$ cat config.mk
export PLATFORM = sky130hd
export DESIGN_NAME = wsdw_fifo
export DESIGN_NICKNAME = d
export VERILOG_FILES = /design/src/rtl/wsdw_pkg.sv /design/src/rtl/wsdw_fifo.sv
export SDC_FILE = /design/constraint.sdc
export NUM_CORES = 1
export LEC_CHECK = 0
export BUFFER_PORTS_ARGS = -buffer_cell sky130_fd_sc_hd__buf_2
export CAP_MARGIN = 0
export CORE_MARGIN = 4
export CORE_UTILIZATION = 34
export DETAILED_ROUTE_END_ITERATION = 6
export PLACE_DENSITY = 0.58
export SETUP_SLACK_MARGIN = 0.15
export SKIP_CTS_REPAIR_TIMING = 1
export SLEW_MARGIN = 10
export SYNTH_ARGS = -nofsm -noshare
export SYNTH_HDL_FRONTEND = slang
export SYNTH_SLANG_ARGS = --single-unit
$ cat constraint.sdc
create_clock -name clk -period 8.3 [get_ports clk]
set_input_delay 0.83 -clock clk [delete_from_list [all_inputs] [get_ports clk]]
set_output_delay 0.83 -clock clk [all_outputs]
set_load 0.005 [all_outputs]
$ cat src/rtl/wsdw_pkg.sv
// ----------------------------------------------------------------------------
// wsdw_pkg
// shared codes, widths and command/result records for the task deque
// ----------------------------------------------------------------------------
package wsdw_pkg;

  // fixed field widths
  localparam int ACT_W   = 2;
  localparam int LIMIT_W = 6;
  localparam int MARK_W  = 9;
  localparam int REG_W   = 2;

  // record widths, sized for the largest legal configuration
  localparam int ADDR_W  = 16;
  localparam int OCC_W   = 17;
  localparam int BATCH_W = 7;
  localparam int TASK_W  = 64;

  // action codes
  localparam logic [ACT_W-1:0] ACT_PUSH  = 2'd0;
  localparam logic [ACT_W-1:0] ACT_POP   = 2'd1;
  localparam logic [ACT_W-1:0] ACT_STEAL = 2'd2;

  // register indexes
  localparam logic [REG_W-1:0] REG_ENABLE = 2'd0;
  localparam logic [REG_W-1:0] REG_HIGH   = 2'd1;
  localparam logic [REG_W-1:0] REG_LOW    = 2'd2;

  typedef enum logic [1:0] {
    CMD_PUSH,
    CMD_REFUSE,
    CMD_EMPTY,
    CMD_BATCH
  } cmd_kind_t;

  // classified item, front to back
  typedef struct packed {
    cmd_kind_t            kind;
    logic                 from_back;
    logic [BATCH_W-1:0]   count;
    logic [ADDR_W-1:0]    addr;
    logic [OCC_W-1:0]     occ;
    logic                 flag;
    logic [TASK_W-1:0]    word;
  } cmd_t;

  // result status, travels beside the store read data
  typedef struct packed {
    logic                 task_valid;
    logic                 last;
    logic                 refused;
    logic [OCC_W-1:0]     occ;
    logic                 flag;
  } res_t;

endpackage

$ cat src/rtl/wsdw_fifo.sv
// ----------------------------------------------------------------------------
// wsdw_fifo
// two-entry command queue between classifier and executor
// ----------------------------------------------------------------------------
module wsdw_fifo (
  input  logic           clk,
  input  logic           rst,
  input  logic           push,
  input  wsdw_pkg::cmd_t cmd_in,
  input  logic           pop,
  output logic           full,
  output logic           empty,
  output wsdw_pkg::cmd_t head
);

  wsdw_pkg::cmd_t entries [2];
  logic           wr_ptr;
  logic           rd_ptr;
  logic [1:0]     count;

  assign full  = (count == 2'd2);
  assign empty = (count == 2'd0);
  assign head  = entries[rd_ptr];

  always_ff @(posedge clk) begin
    if (push) begin
      entries[wr_ptr] <= cmd_in;
    end
  end

  always_ff @(posedge clk) begin
    if (rst) begin
      wr_ptr <= 1'b0;
      rd_ptr <= 1'b0;
      count  <= 2'd0;
    end else begin
      if (push) begin
        wr_ptr <= ~wr_ptr;
      end
      if (pop) begin
        rd_ptr <= ~rd_ptr;
      end
      count <= count + {1'b0, push} - {1'b0, pop};
    end
  end

endmodule

---- Word-level counts from Yosys, hierarchy flattened ----
Memory sizes are Yosys's and may differ from the RTL's. A register that Yosys moved wholly into a read port is not among the register bits.
Cells that the tools add are included.
word-level totals
  RAM bits ................................ 216
  register bits after elaboration ......... 4
  memories kept ........................... 1
  logic and storage cells ................. 14
memory list
  memory   words  width  read ports  clocked after Yosys merged registers in  write ports  line             RTL
  entries  2      108    1           1                                        1            wsdw_fifo.sv:16  wsdw_pkg::cmd_t entries [2];
operators by class
  equal/unequal tests ..................... 1
  mux-type cells .......................... 4
  bitwise gates (word level) .............. 2
  reduce and logical (&&, ||, !) cells .... 1
  add/subtract/negate cells ............... 2
operator list
  operator              number
  $mux W1               4
  $add A2 B1 Y2         1
  $eq A2 B2 Y1 const B  1
  $logic_not A2 Y1      1
  $not A1 Y1            2
  $sub A2 B1 Y2         1

---- Logic depth before layout (Yosys ltp) ----
  depth after elaboration ................. 3
  depth in mapped cells ................... 6
  mapped depth without buffers ............ 6

---- Least setup slack after synthesis ----
No wires, ideal clock.
  kind .................................... input -> register
  start point ............................. input push
  end point ............................... memory entries[0][0] in the netlist's numbering, enable pin
  cell stages on the path ................. 1
  data required time ...................... 7.711 ns
  data arrival time ....................... 5.524 ns
  slack ................................... 2.187 ns
  path through ............................ nor2b_1
on the way
  cells in the longest elaborated chain, start to end .. 2
RTL lines
  what                           line             RTL
  start: declaration             wsdw_fifo.sv:8   input logic push,
  $mux W1                        wsdw_fifo.sv:26  if (push) begin
  $mux W1 (not written as such)  wsdw_fifo.sv:27  entries[wr_ptr] <= cmd_in;
  end: declaration               wsdw_fifo.sv:16
Every way passes these cells.

==> results.cfg <==
[timing]
setup_viol = 0
hold_viol = 0
fin_skew_ns = 0.00834
rsz0062_at_grt = no
slew_violations = 0
finalCriticalPeriod_ns = 3.58
tightest_slew_ns = 0.803
fmax_mhz = 279
max_slew_margin_pct = 46.4
fin_setup_tns_ns = 0
fin_crit_sh_pct = 43.1

[critical_path]
cp_data_required_time_ns = 7.47
crit_arrival_ns = 2.75
reg2reg_setup_slack_ns = 6.01
cpPeakStageDelay_ns = 0.81
path_cells = buf_4 > mux2_2 > buf_2
r2r_start = wr_ptr
crit_slowest_cell = dfxtp_4
cp_top_family = buffers and inverters
setup.worst_path.class = flip-flop to output port
end_kind = output port
r2r_cells = 2
startpoint_type = flip-flop
crit_end = head[53]
rr_endpoint = entries[1][73]
cp_num_cells = 3
path_buf_inv = 2
path_max_fanout = 55

[routing]
wl_met2_microns = 7530
via_per_inst = 4.35
top_layer_used = met5
wl_per_cell_microns = 16.5
drtPass1Iterations = 4
m1WireLength_microns = 5970
first_iter_violations = 181
wl_microns = 15400
postRouteAntennaNets = 0
drc = 0
met3_length_microns = 1460
num_vias = 4052

[floorplan]
dieArea_sq_um = 26300
row_count = 56
start_util_pct = 34.5
boundaryPins = 222
chipWidth_microns = 162
die_h_microns = 162
coreArea_sq_um = 23400

[final_layout]
seq_area_sq_um = 6590
syn_to_final_growth_pct = 27.2
fillers = 2113
nNetsFinal = 710
drive_gt1_share_pct = 60.2
fin_util_pct = 43.9
fin_area_sq_um = 10300
multiInputGateArea_sq_um = 1410
antenna-diode-count = 0

[pwr]
clockPowerShare_pct = 38.1
p_leak_nw = 3.86
p_per_area_nw_per_um2 = 247
combPwrFrac_pct = 9.5
p_sw_w = 0.000528
switching_share_pct = 20.8
seqPwrFrac_pct = 52.4
peakVddDrop_mv = 0.148
internal_power_w = 0.00201

[job]
drv_cap = 0

[clocking]
clock-root-buffer = clkbuf_16
cts_tree = yes
h-tree-depth = 1
cts_buffers = 24
cts.sinks = 221
clockBufferDepth = 3
cts.clk_slew.worst_paths_ns = 0.06
clkLatencyLatePin_ns = 0.50

[run_status]
status = finished clean

[yosys]
ys_types = 13
ys_warn_count = 0
yosysSeqAreaShare_pct = 81.5
syn_area_per_cell_sq_um = 22.6
synth_nets = 471
synth_area_leaders = edfxtp_1 80%, mux2_2 12%, mux2_4 3.7%
ys_ff_latch = 221
syn-cell-area_sq_um = 8080
synth_top_area_cell = edfxtp_1
syn-instance-count = 357
synth.top_cell.area_share_pct = 80.3

[grt]
grt_max_degree = 56
grt_pass1_vias = 4412
grt.total_usage_pct = 11.2
antenna_found_initial = 2
overflow = 0
grt_pass1_wl_microns = 23500

[placed_design]
routabilityCongestion = 0.713
hpwl_microns = 10300
placedInstanceArea_sq_um = 9540
port-buffer-count = 221

[min_path]
hold_class = input port to flip-flop
registers in the layout (all words and copies together), names as in the netlist, named ones only:
name	flops
entries	216
count	2
rd_ptr	1
wr_ptr	1
power groups by stage:
stage / logic, W / registers, W / clock network [W]
after floorplan: 0.000141 / 0.00135 / 0
after global placement: 0.000243 / 0.00135 / 0
after detailed placement: 0.000248 / 0.00136 / 0
after CTS: 0.000249 / 0.00133 / 0.00100
after global routing: 0.000267 / 0.00134 / 0.00105
final: 0.000241 / 0.00133 / 0.000969
synth_stat cells:
cell      count
ha_1          2
inv_1         2
nor2_1        5
mux2_4       20
edfxtp_1    216
xnor3_1       1
buf_6         4
dfxtp_1       5
buf_2         8
nor2b_1       3
and2_1        1
xnor2_1       2
mux2_2       88
cell families (layout without fill, tap and decap cells):
family	after synthesis	count (layout)	synth area share, %
buf+inv	14	270	1.15
xor+xnor	3	3	0.496
flops	221	221	81.5
simple gates	9	9	0.542
fa+ha+maj	2	2	0.310
mux	108	108	16.0
metrics by stage:
stage / total power (W) / std cells / hold WS [ns] / worst slack, ns
2_1_floorplan: 0.00149 / 357 / 0.480 / 2.19
3_3_place_gp: 0.00159 / 889 / 0.503 / 5.25
3_5_place_dp: 0.00160 / 889 / 0.541 / 5.19
4_1_cts: 0.00258 / 932 / 0.491 / 4.66
5_1_grt: 0.00265 / 932 / 0.493 / 4.55
6_report: 0.00254 / 932 / 0.517 / 4.72
worst min path at each step:
stage | start | to | slack, ns | cells past startpoint
floorplan | rd_ptr | flip-flop | 0.48 | 2
global placement | rd_ptr | rd_ptr | 0.50 | 2
detailed placement | rd_ptr | rd_ptr | 0.54 | 2
CTS | cmd_in[28] | entries[1][28] | 0.49 | 1
global route | cmd_in[28] | entries[0][28] | 0.49 | 1
finish | cmd_in[18] | entries[1][18] | 0.52 | 1
layout make-up:
type / instances / area share (%)
Clock buffer: 30 / 6.27
Multi-Input combinational cell: 122 / 13.7
Tap cell: 319 / 3.89
Inverter: 2 / 0.0731
Timing Repair Buffer: 225 / 11.1
Sequential cell: 221 / 64.1
Clock inverter: 13 / 0.840
cells in the final DEF, fill, tap and decap left out, drive strengths merged:
cell and n:
buf 225, edfxtp 216, mux2 108, clkbuf 30
clkinv 11, nor2 5, dfxtp 5, nor2b 3
inv 2, xnor2 2, ha 2, and2 1
xnor3 1, bufinv 1, clkinvlp 1
layer usage:
metal  up-vias  GRT usage [%]
met1      1954           12.9
met4         4           3.84
met5         -              0
li1       1900              -
met3        37           4.14
met2       157           19.3
Note: power is estimated with default switching activity, not from simulation.
