File: src/rtl/wsdw_pkg.sv
// ----------------------------------------------------------------------------
// wsdw_pkg
// shared codes, widths and command/result records for the task deque
// ----------------------------------------------------------------------------
package wsdw_pkg;

  // fixed field widths
  localparam int ACT_W   = 2;
  localparam int LIMIT_W = 6;
  localparam int MARK_W  = 9;
  localparam int REG_W   = 2;

  // record widths, sized for the largest legal configuration
  localparam int ADDR_W  = 16;
  localparam int OCC_W   = 17;
  localparam int BATCH_W = 7;
  localparam int TASK_W  = 64;

  // action codes
  localparam logic [ACT_W-1:0] ACT_PUSH  = 2'd0;
  localparam logic [ACT_W-1:0] ACT_POP   = 2'd1;
  localparam logic [ACT_W-1:0] ACT_STEAL = 2'd2;

  // register indexes
  localparam logic [REG_W-1:0] REG_ENABLE = 2'd0;
  localparam logic [REG_W-1:0] REG_HIGH   = 2'd1;
  localparam logic [REG_W-1:0] REG_LOW    = 2'd2;

  typedef enum logic [1:0] {
    CMD_PUSH,
    CMD_REFUSE,
    CMD_EMPTY,
    CMD_BATCH
  } cmd_kind_t;

  // classified item, front to back
  typedef struct packed {
    cmd_kind_t            kind;
    logic                 from_back;
    logic [BATCH_W-1:0]   count;
    logic [ADDR_W-1:0]    addr;
    logic [OCC_W-1:0]     occ;
    logic                 flag;
    logic [TASK_W-1:0]    word;
  } cmd_t;

  // result status, travels beside the store read data
  typedef struct packed {
    logic                 task_valid;
    logic                 last;
    logic                 refused;
    logic [OCC_W-1:0]     occ;
    logic                 flag;
  } res_t;

endpackage

File: src/rtl/wsdw_back.sv
// ----------------------------------------------------------------------------
// wsdw_back
// executes queued commands against the store, one result per cycle while a command is queued
// ----------------------------------------------------------------------------
module wsdw_back #(
  parameter int QUEUE_DEPTH = 256,
  parameter int TASK_BITS   = 64
) (
  input  logic                           clk,
  input  logic                           rst,
  input  logic                           q_empty,
  input  wsdw_pkg::cmd_t                 head,
  output logic                           q_pop,
  output logic                           ram_we,
  output logic [$clog2(QUEUE_DEPTH)-1:0] ram_waddr,
  output logic [TASK_BITS-1:0]           ram_wdata,
  output logic [$clog2(QUEUE_DEPTH)-1:0] ram_raddr,
  input  logic [TASK_BITS-1:0]           ram_rdata,
  output logic                           result_valid,
  output logic [TASK_BITS-1:0]           out_task,
  output logic                           task_valid,
  output logic                           last_of_batch,
  output logic                           push_refused,
  output logic [$clog2(QUEUE_DEPTH+1)-1:0] occupancy,
  output logic                           stealable
);

  localparam int AW = $clog2(QUEUE_DEPTH);
  localparam int CW = $clog2(QUEUE_DEPTH + 1);

  logic                         running;
  logic [wsdw_pkg::BATCH_W-1:0] left;
  logic [AW-1:0]                addr_run;
  wsdw_pkg::res_t               res;

  logic [wsdw_pkg::BATCH_W-1:0] cur_left;
  logic [AW-1:0]                cur_addr;
  logic [AW-1:0]                addr_step;
  logic                         is_last;
  wsdw_pkg::res_t               res_next;

  always_comb begin
    cur_left = running ? left : head.count;
    cur_addr = running ? addr_run : head.addr[AW-1:0];
    is_last  = (cur_left == wsdw_pkg::BATCH_W'(1));

    if (head.from_back) begin
      addr_step = (cur_addr == '0) ? AW'(QUEUE_DEPTH - 1) : cur_addr - AW'(1);
    end else begin
      addr_step = (cur_addr == AW'(QUEUE_DEPTH - 1)) ? '0 : cur_addr + AW'(1);
    end

    ram_we    = 1'b0;
    ram_waddr = head.addr[AW-1:0];
    ram_wdata = head.word[TASK_BITS-1:0];
    ram_raddr = cur_addr;
    q_pop     = 1'b0;

    res_next            = '0;
    res_next.last       = 1'b1;
    res_next.occ        = head.occ;
    res_next.flag       = head.flag;

    if (!q_empty) begin
      unique case (head.kind)
        wsdw_pkg::CMD_PUSH: begin
          ram_we = 1'b1;
          q_pop  = 1'b1;
        end
        wsdw_pkg::CMD_REFUSE: begin
          res_next.refused = 1'b1;
          q_pop            = 1'b1;
        end
        wsdw_pkg::CMD_EMPTY: begin
          q_pop = 1'b1;
        end
        wsdw_pkg::CMD_BATCH: begin
          res_next.task_valid = 1'b1;
          res_next.last       = is_last;
          q_pop               = is_last;
        end
        default: begin
          q_pop = 1'b1;
        end
      endcase
    end
  end

  always_ff @(posedge clk) begin
    res <= res_next;
    if (!q_empty && head.kind == wsdw_pkg::CMD_BATCH) begin
      left     <= cur_left - wsdw_pkg::BATCH_W'(1);
      addr_run <= addr_step;
    end
  end

  always_ff @(posedge clk) begin
    if (rst) begin
      running      <= 1'b0;
      result_valid <= 1'b0;
    end else begin
      result_valid <= !q_empty;
      if (!q_empty && head.kind == wsdw_pkg::CMD_BATCH) begin
        running <= !is_last;
      end
    end
  end

  // store read data lines up with the registered status
  assign out_task      = res.task_valid ? ram_rdata : '0;
  assign task_valid    = res.task_valid;
  assign last_of_batch = res.last;
  assign push_refused  = res.refused;
  assign occupancy     = res.occ[CW-1:0];
  assign stealable     = res.flag;

endmodule

File: config.mk
export PLATFORM = sky130hd
export DESIGN_NAME = wsdw_back
export DESIGN_NICKNAME = d
export VERILOG_FILES = /design/src/rtl/wsdw_pkg.sv /design/src/rtl/wsdw_back.sv
export SDC_FILE = /design/constraint.sdc
export NUM_CORES = 1
export LEC_CHECK = 0
export BUFFER_PORTS_ARGS = -buffer_cell sky130_fd_sc_hd__buf_2
export CORE_AREA = 2 2 130 132
export CTS_BUF_LIST = sky130_fd_sc_hd__clkbuf_16
export CTS_CLUSTER_DIAMETER = 60
export DETAILED_ROUTE_END_ITERATION = 8
export DIE_AREA = 0 0 132 134
export GPL_TIMING_DRIVEN = 0
export MAX_ROUTING_LAYER = met4
export PLACE_DENSITY = 0.53
export SYNTH_ARGS = -nofsm -noshare
export SYNTH_HDL_FRONTEND = slang
export SYNTH_SLANG_ARGS = --single-unit
File: constraint.sdc
create_clock -name clk -period 5.76 [get_ports clk]
set_clock_uncertainty 0.1 [all_clocks]
set_input_delay 0.864 -clock clk [delete_from_list [all_inputs] [get_ports clk]]
set_output_delay 0.864 -clock clk [all_outputs]
set_load 0.1 [all_outputs]
After elaboration in Yosys (flattened, before gate mapping)

Cells that the tools add are included.

Register bits after elaboration: 30

Bitwise gates (word level): 1
$add $sub $neg: 3
Multiplexer cells: 12
Reduce and logical (&&, ||, !) cells: 7
Eq/ne operators: 5

Operator list:

| operator                                          | count |
|---|---|
| 2-to-1 mux 64 bit                                 | 1 |
| 2-to-1 mux 8 bit                                  | 4 |
| adder 8 x 1 -> 8 bit (second input constant)      | 1 |
| == test 8 bit (second input constant)             | 1 |
| zero test 8 bit                                   | 1 |
| subtractor 8 x 1 -> 8 bit (second input constant) | 1 |
| == test 7 x 1 -> 1 bit (second input constant)    | 1 |
| 2-to-1 mux 7 bit                                  | 1 |
| subtractor 7 x 1 -> 7 bit (second input constant) | 1 |
| == test 2 bit (second input constant)             | 2 |
| 2-to-1 mux 1 bit                                  | 4 |
| OR reduction 3 bit                                | 1 |
| == test 2 x 1 -> 1 bit (second input constant)    | 1 |
| zero test 1 bit                                   | 2 |
| zero test 2 bit                                   | 1 |
| 2-to-1 mux 2 bit                                  | 1 |
| case mux 1 bit (2 select lines)                   | 1 |
| OR reduction 2 bit                                | 1 |
| logical AND 1 bit                                 | 1 |
| NOT 1 bit                                         | 1 |

Logic depth before layout (Yosys ltp)

Word-level depth: 4
Gate-level depth with buffers: 9
Mapped depth without buffers: 7

Worst setup path before layout

OpenSTA, ideal clock, no wires.

Path type: in2out
Start point: input head[102] (netlist name)
End point: output q_pop
Path slack: 1816 ps
Cell stages on the path: 4
Data arrival time: 2980 ps
Cell sequence: o32a_1 > nor2_1 > nand3_1 > a31oi_1

Longest elaborated chain between the ends: 4

Ends and longest elaborated chain:

| what                            | line            | source |
|---|---|---|
| start: declaration              | wsdw_back.sv:12 | `input wsdw_pkg::cmd_t head,` |
| 2-to-1 mux 7 bit                | wsdw_back.sv:43 | `cur_left = running ? left : head.count;` |
| == test 7 x 1 -> 1 bit          | wsdw_back.sv:45 | `is_last = (cur_left == wsdw_pkg::BATCH_W'(1));` |
| case mux 1 bit (2 select lines) | wsdw_back.sv:65 | `unique case (head.kind)` |
| 2-to-1 mux 1 bit                | wsdw_back.sv:64 | `if (!q_empty) begin` |
| end: declaration                | wsdw_back.sv:13 | `output logic q_pop,` |

No other way between the ends.

Worst setup path in the final report

Start point: register running
End point: output q_pop

Longest elaborated chain between the ends: 4

Ends and longest elaborated chain:

| what                            | line             | source |
|---|---|---|
| start: declaration              | wsdw_back.sv:31  | `logic running;` |
| start signal: assignment        | wsdw_back.sv:104 | `running <= !is_last;` |
| 2-to-1 mux 7 bit                | wsdw_back.sv:43  |  |
| == test 7 x 1 -> 1 bit          | wsdw_back.sv:45  |  |
| case mux 1 bit (2 select lines) | wsdw_back.sv:65  |  |
| 2-to-1 mux 1 bit                | wsdw_back.sv:64  |  |

No other way between the ends.

==> impl_metrics.tcl <==
set metrics [dict create \
    status "finished, final reports clean" \
    holdBufCountCts 0 \
    fin_crit_ns 3.29 \
    wl_per_cell_um 12.6 \
    setup_viol 0 \
    initial_core_util_pct 16.4 \
    tightest_slew_ns 0.610 \
    cts_resized 0 \
    synth-async-reset-ratio_pct 0 \
    drt_iter0_markers 93 \
    synthFlopType "edfxtp_1" \
    dieArea_mm2 0.0177 \
    cap_violations 0 \
    numClockSinks 30 \
    synthTopCellsByArea "buf_4 (20%), edfxtp_1 (17%), and2_1 (15%)" \
    tns_ns 0 \
    num_io_pins 335 \
    ant_nets 0 \
    leakage_nw 2.33 \
    reg2reg_depth 9 \
    cts_tree "done" \
    fmax_ghz 0.304 \
    hold_path_class "reg -> reg" \
    min_from "left[0]" \
    routed_wl_um 9780 \
    port_buffers 254 \
    rsz0062_at_grt "no" \
    synth_adder_area_share_pct 2.34 \
    die_h_um 134 \
    worstSkewPairLatency_ns 0.27 \
    slew_viol_final 0 \
    path_cells "buf_6 > buf_6 > buf_12 > mux2i_1 > ha_1 > nand3_1 > a31oi_1 > buf_2" \
    rrSetupSlack_ns 3.35 \
    synth_cell_types 47 \
    finalCritPeriodShare_pct 57.1 \
    num_rows 47 \
    synth_xor_area_share_pct 4.59 \
    crit_cells 8 \
    diodes 0 \
    worst_slack_ns 2.47 \
    critPathBufInv 4 \
    htreeDepth 2 \
    start_kind "flop" \
    place_congestion 0.785 \
    synth_top_area_share_pct 20.2 \
    die_w_um 132 \
    ctsRootBufferMaster "clkbuf_16" \
    first_global_vias 2483 \
    cts_buffers 5 \
    coreArea_mm2 0.0163 \
    cts_max_path_buffers 2 \
    required_ns 4.80 \
    reg2reg_from "running" \
    yosysWarnings 0 \
    synth.most_common_cell "buf_4" \
    path_class "reg -> out" \
    p_per_area_mw_per_mm2 244 \
    synth_compound_area_share_pct 8.56 \
    synth_seq_area_share_pct 28.1 \
    worstReg2RegEnd "addr_run[6]" \
    grtUsageTotal_pct 10.0 \
    synth_area_mm2 0.00267 \
    min_to "left[0]" \
    muxShareOfSynthArea_pct 6.55 \
    areaGrowthSynthToFinish_pct 64.5 \
    dpl.hpwl_um 8560 \
    synth_edf_count 15 \
    viasPerCell 3.55 \
    dr.pass1.iters 4 \
    endpoint_kind "output port" \
    final_nets 738 \
    drc 0 \
    synth_nets 476 \
    synthTopCellsByCount "buf_4 (72), and2_1 (65), dfxtp_1 (15), edfxtp_1 (15), mux2i_1 (12)" \
    slowest_delay_ns 0.46 \
    grt_pass1_wl_um 13800 \
    max_slew_margin_pct 58.5 \
    path_clk_slew_ns 0.05 \
    yosysTopAreaCell "buf_4" \
    antenna_found_initial 0 \
    vias 2765 \
    ir_drop_v 0.000238 \
    slowest_stage "buf_2" \
    startpoint "running" \
    grt_overflow 0 \
    netlist_instances 296 \
    crit_family "buffers and inverters" \
    synth.avg_cell_area_um2 9.03 \
    finalHoldViolations 0 \
    post_cts_buffers 0 \
    grt_max_degree 18 \
    arrival_ns 2.32 \
    min_path_cells 1 \
    synth_top_family_by_area "simple AND/OR/NAND/NOR gates" \
    cp_max_fo 10 \
    dp_slack_ns 2.48 \
    synthSimpleGateAreaFrac_pct 25.0 \
    drive_gt1_share_pct 63.9 \
    cpMostUsedCell "buf_6" \
    ys_seq_elements 30 \
]
-- worst reg2reg max path, delay by kind of cell, from the launching register on --
family                     cells  cell delay (ns)
AOI/OAI and AO/OA              1             0.14
xor gates and xnor gates       1             0.15
adders and majority gates      1             0.27
buffers and inverters          3             0.45
DFF                            1             0.32
muxes                          1             0.44
and+or+nand+nor                2             0.30
-- power by group --
group / internal (W) / total, W / leakage (nW) / switching, W
clock: 0.000184 / 0.000273 / 0.0794 / 0.0000884
combinational: 0.000122 / 0.000560 / 1.98 / 0.000438
sequential: 0.000237 / 0.000240 / 0.263 / 0.00000367
-- kinds of logic after synthesis --
family                   after synthesis
multiplexers                          16
AND/OR/NAND/NOR                      112
flip-flops                            30
AO/OA/AOI/OAI                         25
adder cells (fa/ha/maj)                5
buffers and inverters                 94
XOR/XNOR                              14
-- cells in the final DEF, fill, tap and decap left out, types with 2 or more instances in the layout --
cell type,netlist,routed
nor2_1,10,9
nand2_1,10,10
ha_1,5,5
buf_4,72,72
nor3_1,3,3
xor2_1,4,4
buf_6,2,2
a21oi_1,5,5
and2_1,65,65
clkbuf_1,7,7
o21ai_0,2,2
clkbuf_16,0,6
nand3_1,8,8
mux2i_1,12,12
inv_1,8,9
mux2i_2,4,4
nand2b_1,4,4
inv_2,2,2
dfxtp_1,15,15
xnor2_1,10,10
edfxtp_1,15,15
buf_2,1,255
a31oi_1,7,7
-- state kept, by name (all words and copies together), names as in the netlist --
name	flops
addr_run	8
last_of_batch	1
left	7
occupancy	9
push_refused	1
result_valid	1
running	1
stealable	1
task_valid	1
-- per-stage QoR --
step                total power, W  cell area (µm²)  util [%]  instances  hold WS, ns
finish                     0.00107             4400      27.0        779        0.534
global route               0.00111             4400      27.0        779        0.557
CTS                        0.00109             4400      27.0        779        0.542
detailed placement        0.000807             4240      26.0        771        0.535
global placement          0.000806             4220      25.9        770        0.537
floorplan                 0.000712             2670         -        296        0.493
-- routing by layer --
| layer | global-route usage (%) | wire (µm) |
|---|---|---|
| met5 | - | 0 |
| met4 | 1.45 | 0 |
| met3 | 2.53 | 752 |
| met2 | 14.9 | 4440 |
| met1 | 14.0 | 4580 |
-- cell type report --
cell class | instances | area, µm²
Clock inverter | 2 | 11.3
Timing Repair Buffer | 255 | 1290
Multi-Input combinational cell | 172 | 1260
Tap cell | 220 | 275
Sequential cell | 30 | 751
Fill cell | 1772 | 11900
Clock buffer | 6 | 150
Inverter | 10 | 37.5
Buffer | 84 | 628
-- worst max-delay path by stage --
stage	endpoint	slack [ns]
6_report	q_pop	2.47
5_1_grt	q_pop	2.32
4_1_cts	q_pop	2.41
3_5_place_dp	q_pop	2.48
3_3_place_gp	q_pop	2.45
2_1_floorplan	q_pop	1.82
No activity file was read; power rests on OpenSTA's default activity.
