File: src/rtl/wsdw_pkg.sv
// ----------------------------------------------------------------------------
// wsdw_pkg
// shared codes, widths and command/result records for the task deque
// ----------------------------------------------------------------------------
package wsdw_pkg;

  // fixed field widths
  localparam int ACT_W   = 2;
  localparam int LIMIT_W = 6;
  localparam int MARK_W  = 9;
  localparam int REG_W   = 2;

  // record widths, sized for the largest legal configuration
  localparam int ADDR_W  = 16;
  localparam int OCC_W   = 17;
  localparam int BATCH_W = 7;
  localparam int TASK_W  = 64;

  // action codes
  localparam logic [ACT_W-1:0] ACT_PUSH  = 2'd0;
  localparam logic [ACT_W-1:0] ACT_POP   = 2'd1;
  localparam logic [ACT_W-1:0] ACT_STEAL = 2'd2;

  // register indexes
  localparam logic [REG_W-1:0] REG_ENABLE = 2'd0;
  localparam logic [REG_W-1:0] REG_HIGH   = 2'd1;
  localparam logic [REG_W-1:0] REG_LOW    = 2'd2;

  typedef enum logic [1:0] {
    CMD_PUSH,
    CMD_REFUSE,
    CMD_EMPTY,
    CMD_BATCH
  } cmd_kind_t;

  // classified item, front to back
  typedef struct packed {
    cmd_kind_t            kind;
    logic                 from_back;
    logic [BATCH_W-1:0]   count;
    logic [ADDR_W-1:0]    addr;
    logic [OCC_W-1:0]     occ;
    logic                 flag;
    logic [TASK_W-1:0]    word;
  } cmd_t;

  // result status, travels beside the store read data
  typedef struct packed {
    logic                 task_valid;
    logic                 last;
    logic                 refused;
    logic [OCC_W-1:0]     occ;
    logic                 flag;
  } res_t;

endpackage

File: src/rtl/wsdw_front.sv
// ----------------------------------------------------------------------------
// wsdw_front
// accepts items and config writes, owns occupancy, indexes and flag
// ----------------------------------------------------------------------------
module wsdw_front #(
  parameter int QUEUE_DEPTH = 256,
  parameter int MAX_BATCH   = 32,
  parameter int TASK_BITS   = 64
) (
  input  logic                           clk,
  input  logic                           rst,
  input  logic                           start,
  input  logic [wsdw_pkg::ACT_W-1:0]     action,
  input  logic [TASK_BITS-1:0]           task_word,
  input  logic [wsdw_pkg::LIMIT_W-1:0]   batch_limit,
  input  logic                           cfg_write,
  input  logic [wsdw_pkg::REG_W-1:0]     cfg_index,
  input  logic [wsdw_pkg::MARK_W-1:0]    cfg_data,
  input  logic                           q_full,
  output logic                           busy,
  output logic                           q_push,
  output wsdw_pkg::cmd_t                 cmd
);

  localparam int AW   = $clog2(QUEUE_DEPTH);
  localparam int CW   = $clog2(QUEUE_DEPTH + 1);
  localparam int CMPW = (CW > wsdw_pkg::MARK_W) ? CW : wsdw_pkg::MARK_W;
  localparam int SW   = CMPW + 1;

  logic [AW-1:0]               front_index;
  logic [CW-1:0]               held;
  logic                        flag;
  logic                        pub_en;
  logic [wsdw_pkg::MARK_W-1:0] high_mark;
  logic [wsdw_pkg::MARK_W-1:0] low_mark;

  logic                        accept;
  logic [SW-1:0]               held_w;
  logic [SW-1:0]               front_w;
  logic [SW-1:0]               lim_w;
  logic [SW-1:0]               take_w;
  logic [SW-1:0]               tail_w;
  logic [SW-1:0]               newest_w;
  logic [SW-1:0]               step_w;
  logic [AW-1:0]               front_next;
  logic [CW-1:0]               held_next;
  logic                        changed;
  logic                        active;
  logic                        flag_next;

  logic                        cfg_hit;
  logic                        en_c;
  logic [wsdw_pkg::MARK_W-1:0] hi_c;
  logic [wsdw_pkg::MARK_W-1:0] lo_c;
  logic                        active_c;

  assign accept = start & ~q_full;
  assign busy   = q_full;
  assign q_push = accept;

  always_comb begin
    held_w  = SW'(held);
    front_w = SW'(front_index);
    lim_w   = (SW'(batch_limit) > SW'(MAX_BATCH)) ? SW'(MAX_BATCH) : SW'(batch_limit);
    take_w  = (lim_w < held_w) ? lim_w : held_w;

    // slot after the newest task
    tail_w = front_w + held_w;
    if (tail_w >= SW'(QUEUE_DEPTH)) begin
      tail_w = tail_w - SW'(QUEUE_DEPTH);
    end
    // newest task, only used when the store is not empty
    newest_w = front_w + held_w - SW'(1);
    if (newest_w >= SW'(QUEUE_DEPTH)) begin
      newest_w = newest_w - SW'(QUEUE_DEPTH);
    end
    // front after a steal
    step_w = front_w + take_w;
    if (step_w >= SW'(QUEUE_DEPTH)) begin
      step_w = step_w - SW'(QUEUE_DEPTH);
    end

    front_next    = front_index;
    held_next     = held;
    changed       = 1'b0;
    cmd           = '0;
    cmd.kind      = wsdw_pkg::CMD_EMPTY;
    cmd.word[TASK_BITS-1:0] = task_word;

    unique case (action)
      wsdw_pkg::ACT_PUSH: begin
        if (held_w == SW'(QUEUE_DEPTH)) begin
          cmd.kind = wsdw_pkg::CMD_REFUSE;
        end else begin
          cmd.kind  = wsdw_pkg::CMD_PUSH;
          cmd.addr  = wsdw_pkg::ADDR_W'(tail_w[AW-1:0]);
          held_next = held + CW'(1);
          changed   = 1'b1;
        end
      end
      wsdw_pkg::ACT_POP: begin
        if (take_w != '0) begin
          cmd.kind      = wsdw_pkg::CMD_BATCH;
          cmd.from_back = 1'b1;
          cmd.count     = wsdw_pkg::BATCH_W'(take_w);
          cmd.addr      = wsdw_pkg::ADDR_W'(newest_w[AW-1:0]);
          held_next     = held - CW'(take_w);
          changed       = 1'b1;
        end
      end
      wsdw_pkg::ACT_STEAL: begin
        if (take_w != '0) begin
          cmd.kind      = wsdw_pkg::CMD_BATCH;
          cmd.from_back = 1'b0;
          cmd.count     = wsdw_pkg::BATCH_W'(take_w);
          cmd.addr      = wsdw_pkg::ADDR_W'(front_index);
          held_next     = held - CW'(take_w);
          front_next    = step_w[AW-1:0];
          changed       = 1'b1;
        end
      end
      default: begin
        cmd.kind = wsdw_pkg::CMD_EMPTY;
      end
    endcase

    // hysteresis on the final occupancy
    active = pub_en && (high_mark != '0) && (low_mark != '0) && (low_mark < high_mark);
    flag_next = flag;
    if (active && changed) begin
      if (!flag && (SW'(held_next) > SW'(high_mark))) begin
        flag_next = 1'b1;
      end else if (flag && (SW'(held_next) < SW'(low_mark))) begin
        flag_next = 1'b0;
      end
    end
    cmd.occ  = wsdw_pkg::OCC_W'(held_next);
    cmd.flag = flag_next;
  end

  // register file after the write, used for re-evaluation
  always_comb begin
    en_c    = pub_en;
    hi_c    = high_mark;
    lo_c    = low_mark;
    cfg_hit = 1'b0;
    if (cfg_write) begin
      unique case (cfg_index)
        wsdw_pkg::REG_ENABLE: begin
          en_c    = cfg_data[0];
          cfg_hit = 1'b1;
        end
        wsdw_pkg::REG_HIGH: begin
          hi_c    = cfg_data;
          cfg_hit = 1'b1;
        end
        wsdw_pkg::REG_LOW: begin
          lo_c    = cfg_data;
          cfg_hit = 1'b1;
        end
        default: begin
          cfg_hit = 1'b0;
        end
      endcase
    end
    active_c = en_c && (hi_c != '0) && (lo_c != '0) && (lo_c < hi_c);
  end

  always_ff @(posedge clk) begin
    if (rst) begin
      front_index <= '0;
      held        <= '0;
      flag        <= 1'b0;
      pub_en      <= 1'b0;
      high_mark   <= '0;
      low_mark    <= '0;
    end else begin
      pub_en    <= en_c;
      high_mark <= hi_c;
      low_mark  <= lo_c;
      if (accept) begin
        front_index <= front_next;
        held        <= held_next;
      end
      if (cfg_hit && active_c) begin
        flag <= (held_w > SW'(hi_c));
      end else if (accept) begin
        flag <= flag_next;
      end
    end
  end

endmodule

File: config.mk
export PLATFORM = sky130hd
export DESIGN_NAME = wsdw_front
export DESIGN_NICKNAME = d
export VERILOG_FILES = /design/src/rtl/wsdw_pkg.sv /design/src/rtl/wsdw_front.sv
export SDC_FILE = /design/constraint.sdc
export NUM_CORES = 1
export LEC_CHECK = 0
export ABC_AREA = 1
export BUFFER_PORTS_ARGS = -buffer_cell sky130_fd_sc_hd__buf_2
export CORE_ASPECT_RATIO = 0.5
export CORE_MARGIN = 4
export CORE_UTILIZATION = 45
export CTS_BUF_LIST = sky130_fd_sc_hd__clkbuf_16
export CTS_CLUSTER_DIAMETER = 50
export DETAILED_ROUTE_END_ITERATION = 12
export HOLD_SLACK_MARGIN = 0.02
export MAX_ROUTING_LAYER = met4
export PLACE_DENSITY = 0.78
export SYNTH_ARGS = -nofsm -noshare
export SYNTH_HDL_FRONTEND = slang
export SYNTH_SLANG_ARGS = --single-unit
File: constraint.sdc
create_clock -name clk -period 6.8 [get_ports clk]
set_input_delay 1.02 -clock clk [delete_from_list [all_inputs] [get_ports clk]]
set_output_delay 1.02 -clock clk [all_outputs]
set_load 0.005 [all_outputs]
* Yosys cells after proc, flatten, opt, wreduce, memory -nomap -nowiden *
Index checks and enable logic that the tools add are counted.

cells by class
  add/sub/neg operators = 8
  magnitude comparators = 10
  equality and inequality tests = 5
  mux-type cells = 31
  bitwise gates (word level) = 2
  reduce and logical (&&, ||, !) cells = 22

operator list
  cell                                                  number
  2-to-1 mux 9 bit                                      7
  2-to-1 mux 25 bit                                     2
  case mux 16 bit (3 select lines)                      1
  nonzero test 9 bit                                    4
  2-to-1 mux 8 bit                                      4
  >= comparator 10 x 9 -> 1 bit, second input constant  3
  less-than comparator 9 bit                            3
  subtractor 8 x 1 -> 8 bit, second input constant      3
  adder 8 x 9 -> 10 bit                                 2
  > comparator 9 bit                                    2
  case mux 9 bit (2 select lines)                       1
  case mux 8 bit (2 select lines)                       1
  2-to-1 mux 1 bit                                      12
  logical AND 1 bit                                     10
  nonzero test 10 bit                                   1
  subtractor 10 x 1 -> 10 bit, second input constant    1
  adder 9 x 1 -> 9 bit, second input constant           1
  equality test 9 bit, second input constant            1
  less-than comparator 6 x 9 -> 1 bit                   1
  subtractor 9 bit                                      1
  > comparator 6 bit, second input constant             1
  2-to-1 mux 6 bit                                      1
  case mux 2 bit (3 select lines)                       1
  equality test 2 x 1 -> 1 bit, second input constant   2
  other kinds (10)                                      12

storage, ports and cells
  flip-flop bits (word level) = 37
  input port bits = 88
  output and inout port bits = 110
  logic and storage cells = 84

* Depth between registers and ports, before layout *
  depth after elaboration = 14
  mapped depth = 36
  gate-level depth less buffers = 34

* Least setup slack after synthesis *
No wires, ideal clock.

  kind = input to output
  start = in batch_limit[5] in the netlist's numbering
  end = out cmd[64] in the netlist's numbering
  arrival time = 4.783 ns
  required time = 5.780 ns
  path slack = 0.997 ns
  cell stages on the path = 32
  path buffers = 2
  path through = inv_2 -> nand2_1 -> inv_1 -> ha_1 -> nand2_1 -> nor2_1 -> nand3_4 -> nand3_2 -> buf_6 -> o21ai_0 -> ha_1 -> fa_1 -> nor2_1 -> nor2_1 -> o21bai_1 -> nand2_1 -> inv_1 -> o21ai_0 -> o211ai_1 -> o211ai_1 -> o21ai_1 -> inv_1 -> ha_1 -> nand2_1 -> nor2_1 -> a211oi_1 -> o221ai_1 -> o21ai_0 -> o21ai_1 -> nand2_1 -> inv_1 -> buf_4

RTL lines
  item             line              RTL
  start, declared  wsdw_front.sv:15  input logic [wsdw_pkg::LIMIT_W-1:0] batch_limit,
  end, declared    wsdw_front.sv:22  output wsdw_pkg::cmd_t cmd

==> impl_results.md <==
- Num Clock Sinks: 37
- Clk network pwr share: 0.241
- Final number of max-transition violations: 0
- Top sig layer: met4
- Final Hold Fails: 0
- Worst-path clk slew: 60 ps
- Die width: 159 um
- Synthesized cell area: 0.00516 sq mm
- Max Fanout on Critical Path: 10
- Switching part of the total: 0.440
- Async SR Flop Fraction: 0
- Total grt overflow: 0
- TritonCTS clock tree: built
- Seq pwr share: 0.242
- First-pass GRT wire length: 22500 um
- NetSw: 0.445 mW
- Top FF cell, synth: dfxtp_1
- TritonCTS Buffers: 5
- Pre-CTS setup slack: 351 ps
- I/O pins: 198
- Synth Register Bits: 37
- Cell variety after synth: 46
- Post-synth EDFFs: 0
- Die area: 0.0133 sq mm
- Setup TNS: 0 ps
- Final Cycle Share: 0.936
- # rows: 27
- CTS Hold Bufs: 0
- Final net count: 924
- DRT met1 WL: 5970 um
- Class of the worst hold path: flop to flop
- Max-Cap Viols: 0
- Drt total wl: 14000 um
- Met3 routed WL: 1180 um
- Final core occ: 0.470
- Vias per inst: 5.44
- Fmax: 157 MHz
- Clock skew: 6.98 ps
- Root buffer cell: clkbuf_16
- Max Buffers Root-to-Sink: 2
- Worst EP arrival: 5350 ps
- Antenna Cells: 0
- Ys Warns: 0
- Die H: 83.7 um
- CORE AREA: 0.0111 sq mm
- Gate power share: 0.517
- DR WL met2: 6460 um
- Final Setup Violations: 0
- H-tree levels: 2
- Status: completed
- CP bufs+invs: 7
- PwrDens: 194 mW/mm^2
- Hpwl dp: 11200 um
- Slew HR: 0.511
- Worst skew pair latency: 290 ps
- Placed insts: 891
- Critical Path Source Type: input port
- # port buffers: 52
- DR WL/cell: 15.5 um
- Antenna Nets Post-Route: 0
- Crit path capture type: output port
- Final Non-Filler Cells: 904
- Initial core utilization: 0.465
- PnR worst setup slack: 433 ps
- Share of layout cells above drive strength 1: 0.148
- Req. time, crit path: 5780 ps
- Pwr Total: 1.01 mW
- Drt pass-1 iters: 5
- DR DRC count: 0
- Crit-path slowest cell: fa_1
- Family with the most delay on the worst path: simple AND/OR/NAND/NOR gates
- Synth Area per Inst: 6.70 sq um
- CP peak stage delay: 390 ps
- Worst-margin pin slew: 725 ps
- Final min period: 6370 ps
- Leakage: 2.80 nW
- CP dominant cell by count: nand2_1
- Register area share after synthesis: 0.144
- Final Cell Area: 0.00521 sq mm
- Internal power: 0.567 mW
- All-Layer GR Usage: 0.207
- Peak supply drop: 0.118 mV
- Hold Worst Slack: 499 ps
- Area growth, synth to finish: 1.02%
- Initial antenna violation count: 0
- Crit Path Class: input port to output port
- Initial DRC Count: 320
- Largest net degree at the start of global routing: 23
- Vias post-DR: 4919
- GP Congestion: 0.977
- Number of global-route vias before repair: 4625
- Placement Cell Area: 0.00500 sq mm
- Post-Syn Instances: 770
[cells by family after synthesis]
group	Yosys count	synth area share
and+or+nand+nor	259	0.235
DFF	37	0.144
adders and majority gates	78	0.194
buffers and inverters	214	0.220
other	1	0.000727
xor gates and xnor gates	16	0.0272
AOI/OAI and AO/OA	165	0.180
[state kept, by name, indices dropped and copies added (netlist names)]
name         count
held             9
low_mark         9
front_index      8
high_mark        9
pub_en           1
flag             1
[repair_timing]
item | in CTS | in global routing
gates resized for setup | 0 | 8
buffers inserted | 0 | 5
endpoints found under the setup margin | 0 | 1
[cells in the final DEF (no fill, tap or decap), drive strengths merged, types with 2 or more instances in the layout]
cell type	Yosys	layout
nor4	6	6
o31ai	2	2
nand3	33	33
ha	75	75
o221ai	4	4
a31oi	2	2
clkbuf	9	5
inv	116	117
buf	88	61
o21ai	77	77
conb	1	18
nor2	66	66
a21oi	59	59
dfxtp	37	37
xnor2	5	5
o22ai	2	2
nor3	7	7
clkinv	1	2
a211oi	7	7
nand3b	2	2
xor2	11	11
nand4	23	23
o211ai	6	6
nand2	120	120
fa	3	3
[routing by layer]
layer / GRT usage / up-vias
li1: - / 2447
met1: 0.252 / 2204
met2: 0.335 / 216
met3: 0.0508 / 52
met4: 0.0811 / 0
met5: - / -
[Yosys cell counts (5+ instances only)]
library cell  count  share of area
nand2_1         107          0.078
a211oi_1          7          0.010
xnor2_1           5         0.0085
inv_2             8         0.0058
nor2_1           62          0.045
xor2_1           11          0.019
buf_4            83           0.12
dfxtp_1          37           0.14
a21oi_1          57          0.055
ha_1             75           0.18
nor4_1            6         0.0073
nand4_1          23          0.028
nand2_2          10          0.012
nand3_1          29          0.028
o21ai_1          30          0.029
clkbuf_1          9         0.0065
o21ai_0          45          0.044
nor3_1            7         0.0068
inv_1           108          0.079
[power groups by stage]
stage / clock network [mW] / logic, mW / registers [mW]
after floorplan: 0 / 0.411 / 0.245
after global placement: 0 / 0.485 / 0.249
after detailed placement: 0 / 0.495 / 0.250
after CTS: 0.245 / 0.498 / 0.245
after global routing: 0.254 / 0.598 / 0.246
final: 0.243 / 0.523 / 0.245
[worst reg2reg max path: cells and delay by family (launching register included)]
family                   cells  cell delay, ps
adder cells (fa/ha/maj)      4            1250
AO/OA/AOI/OAI                9            1100
AND/OR/NAND/NOR             12            1590
buffers and inverters        2             360
flip-flops                   1             680
[final timing paths]
kind / from / endpoint / slack, ps / depth (start not counted)
worst min register to register: front_index[7] / front_index[7] / 500 / 2
worst min-delay path: front_index[7] / front_index[7] / 500 / 2
worst max-delay path: batch_limit[5] / cmd[64] / 430 / 32
worst max register to register: held[3] / flag / 1770 / 27
[cell type report]
type	instances	area, sq um
Inverter	117	440
Timing Repair Buffer	61	328
Clock buffer	5	125
Multi-Input combinational cell	536	3370
Fill cell	1117	5870
Clock inverter	3	25.0
Tap cell	145	181
Sequential cell	37	741
No activity file was read; power rests on OpenSTA's default activity.
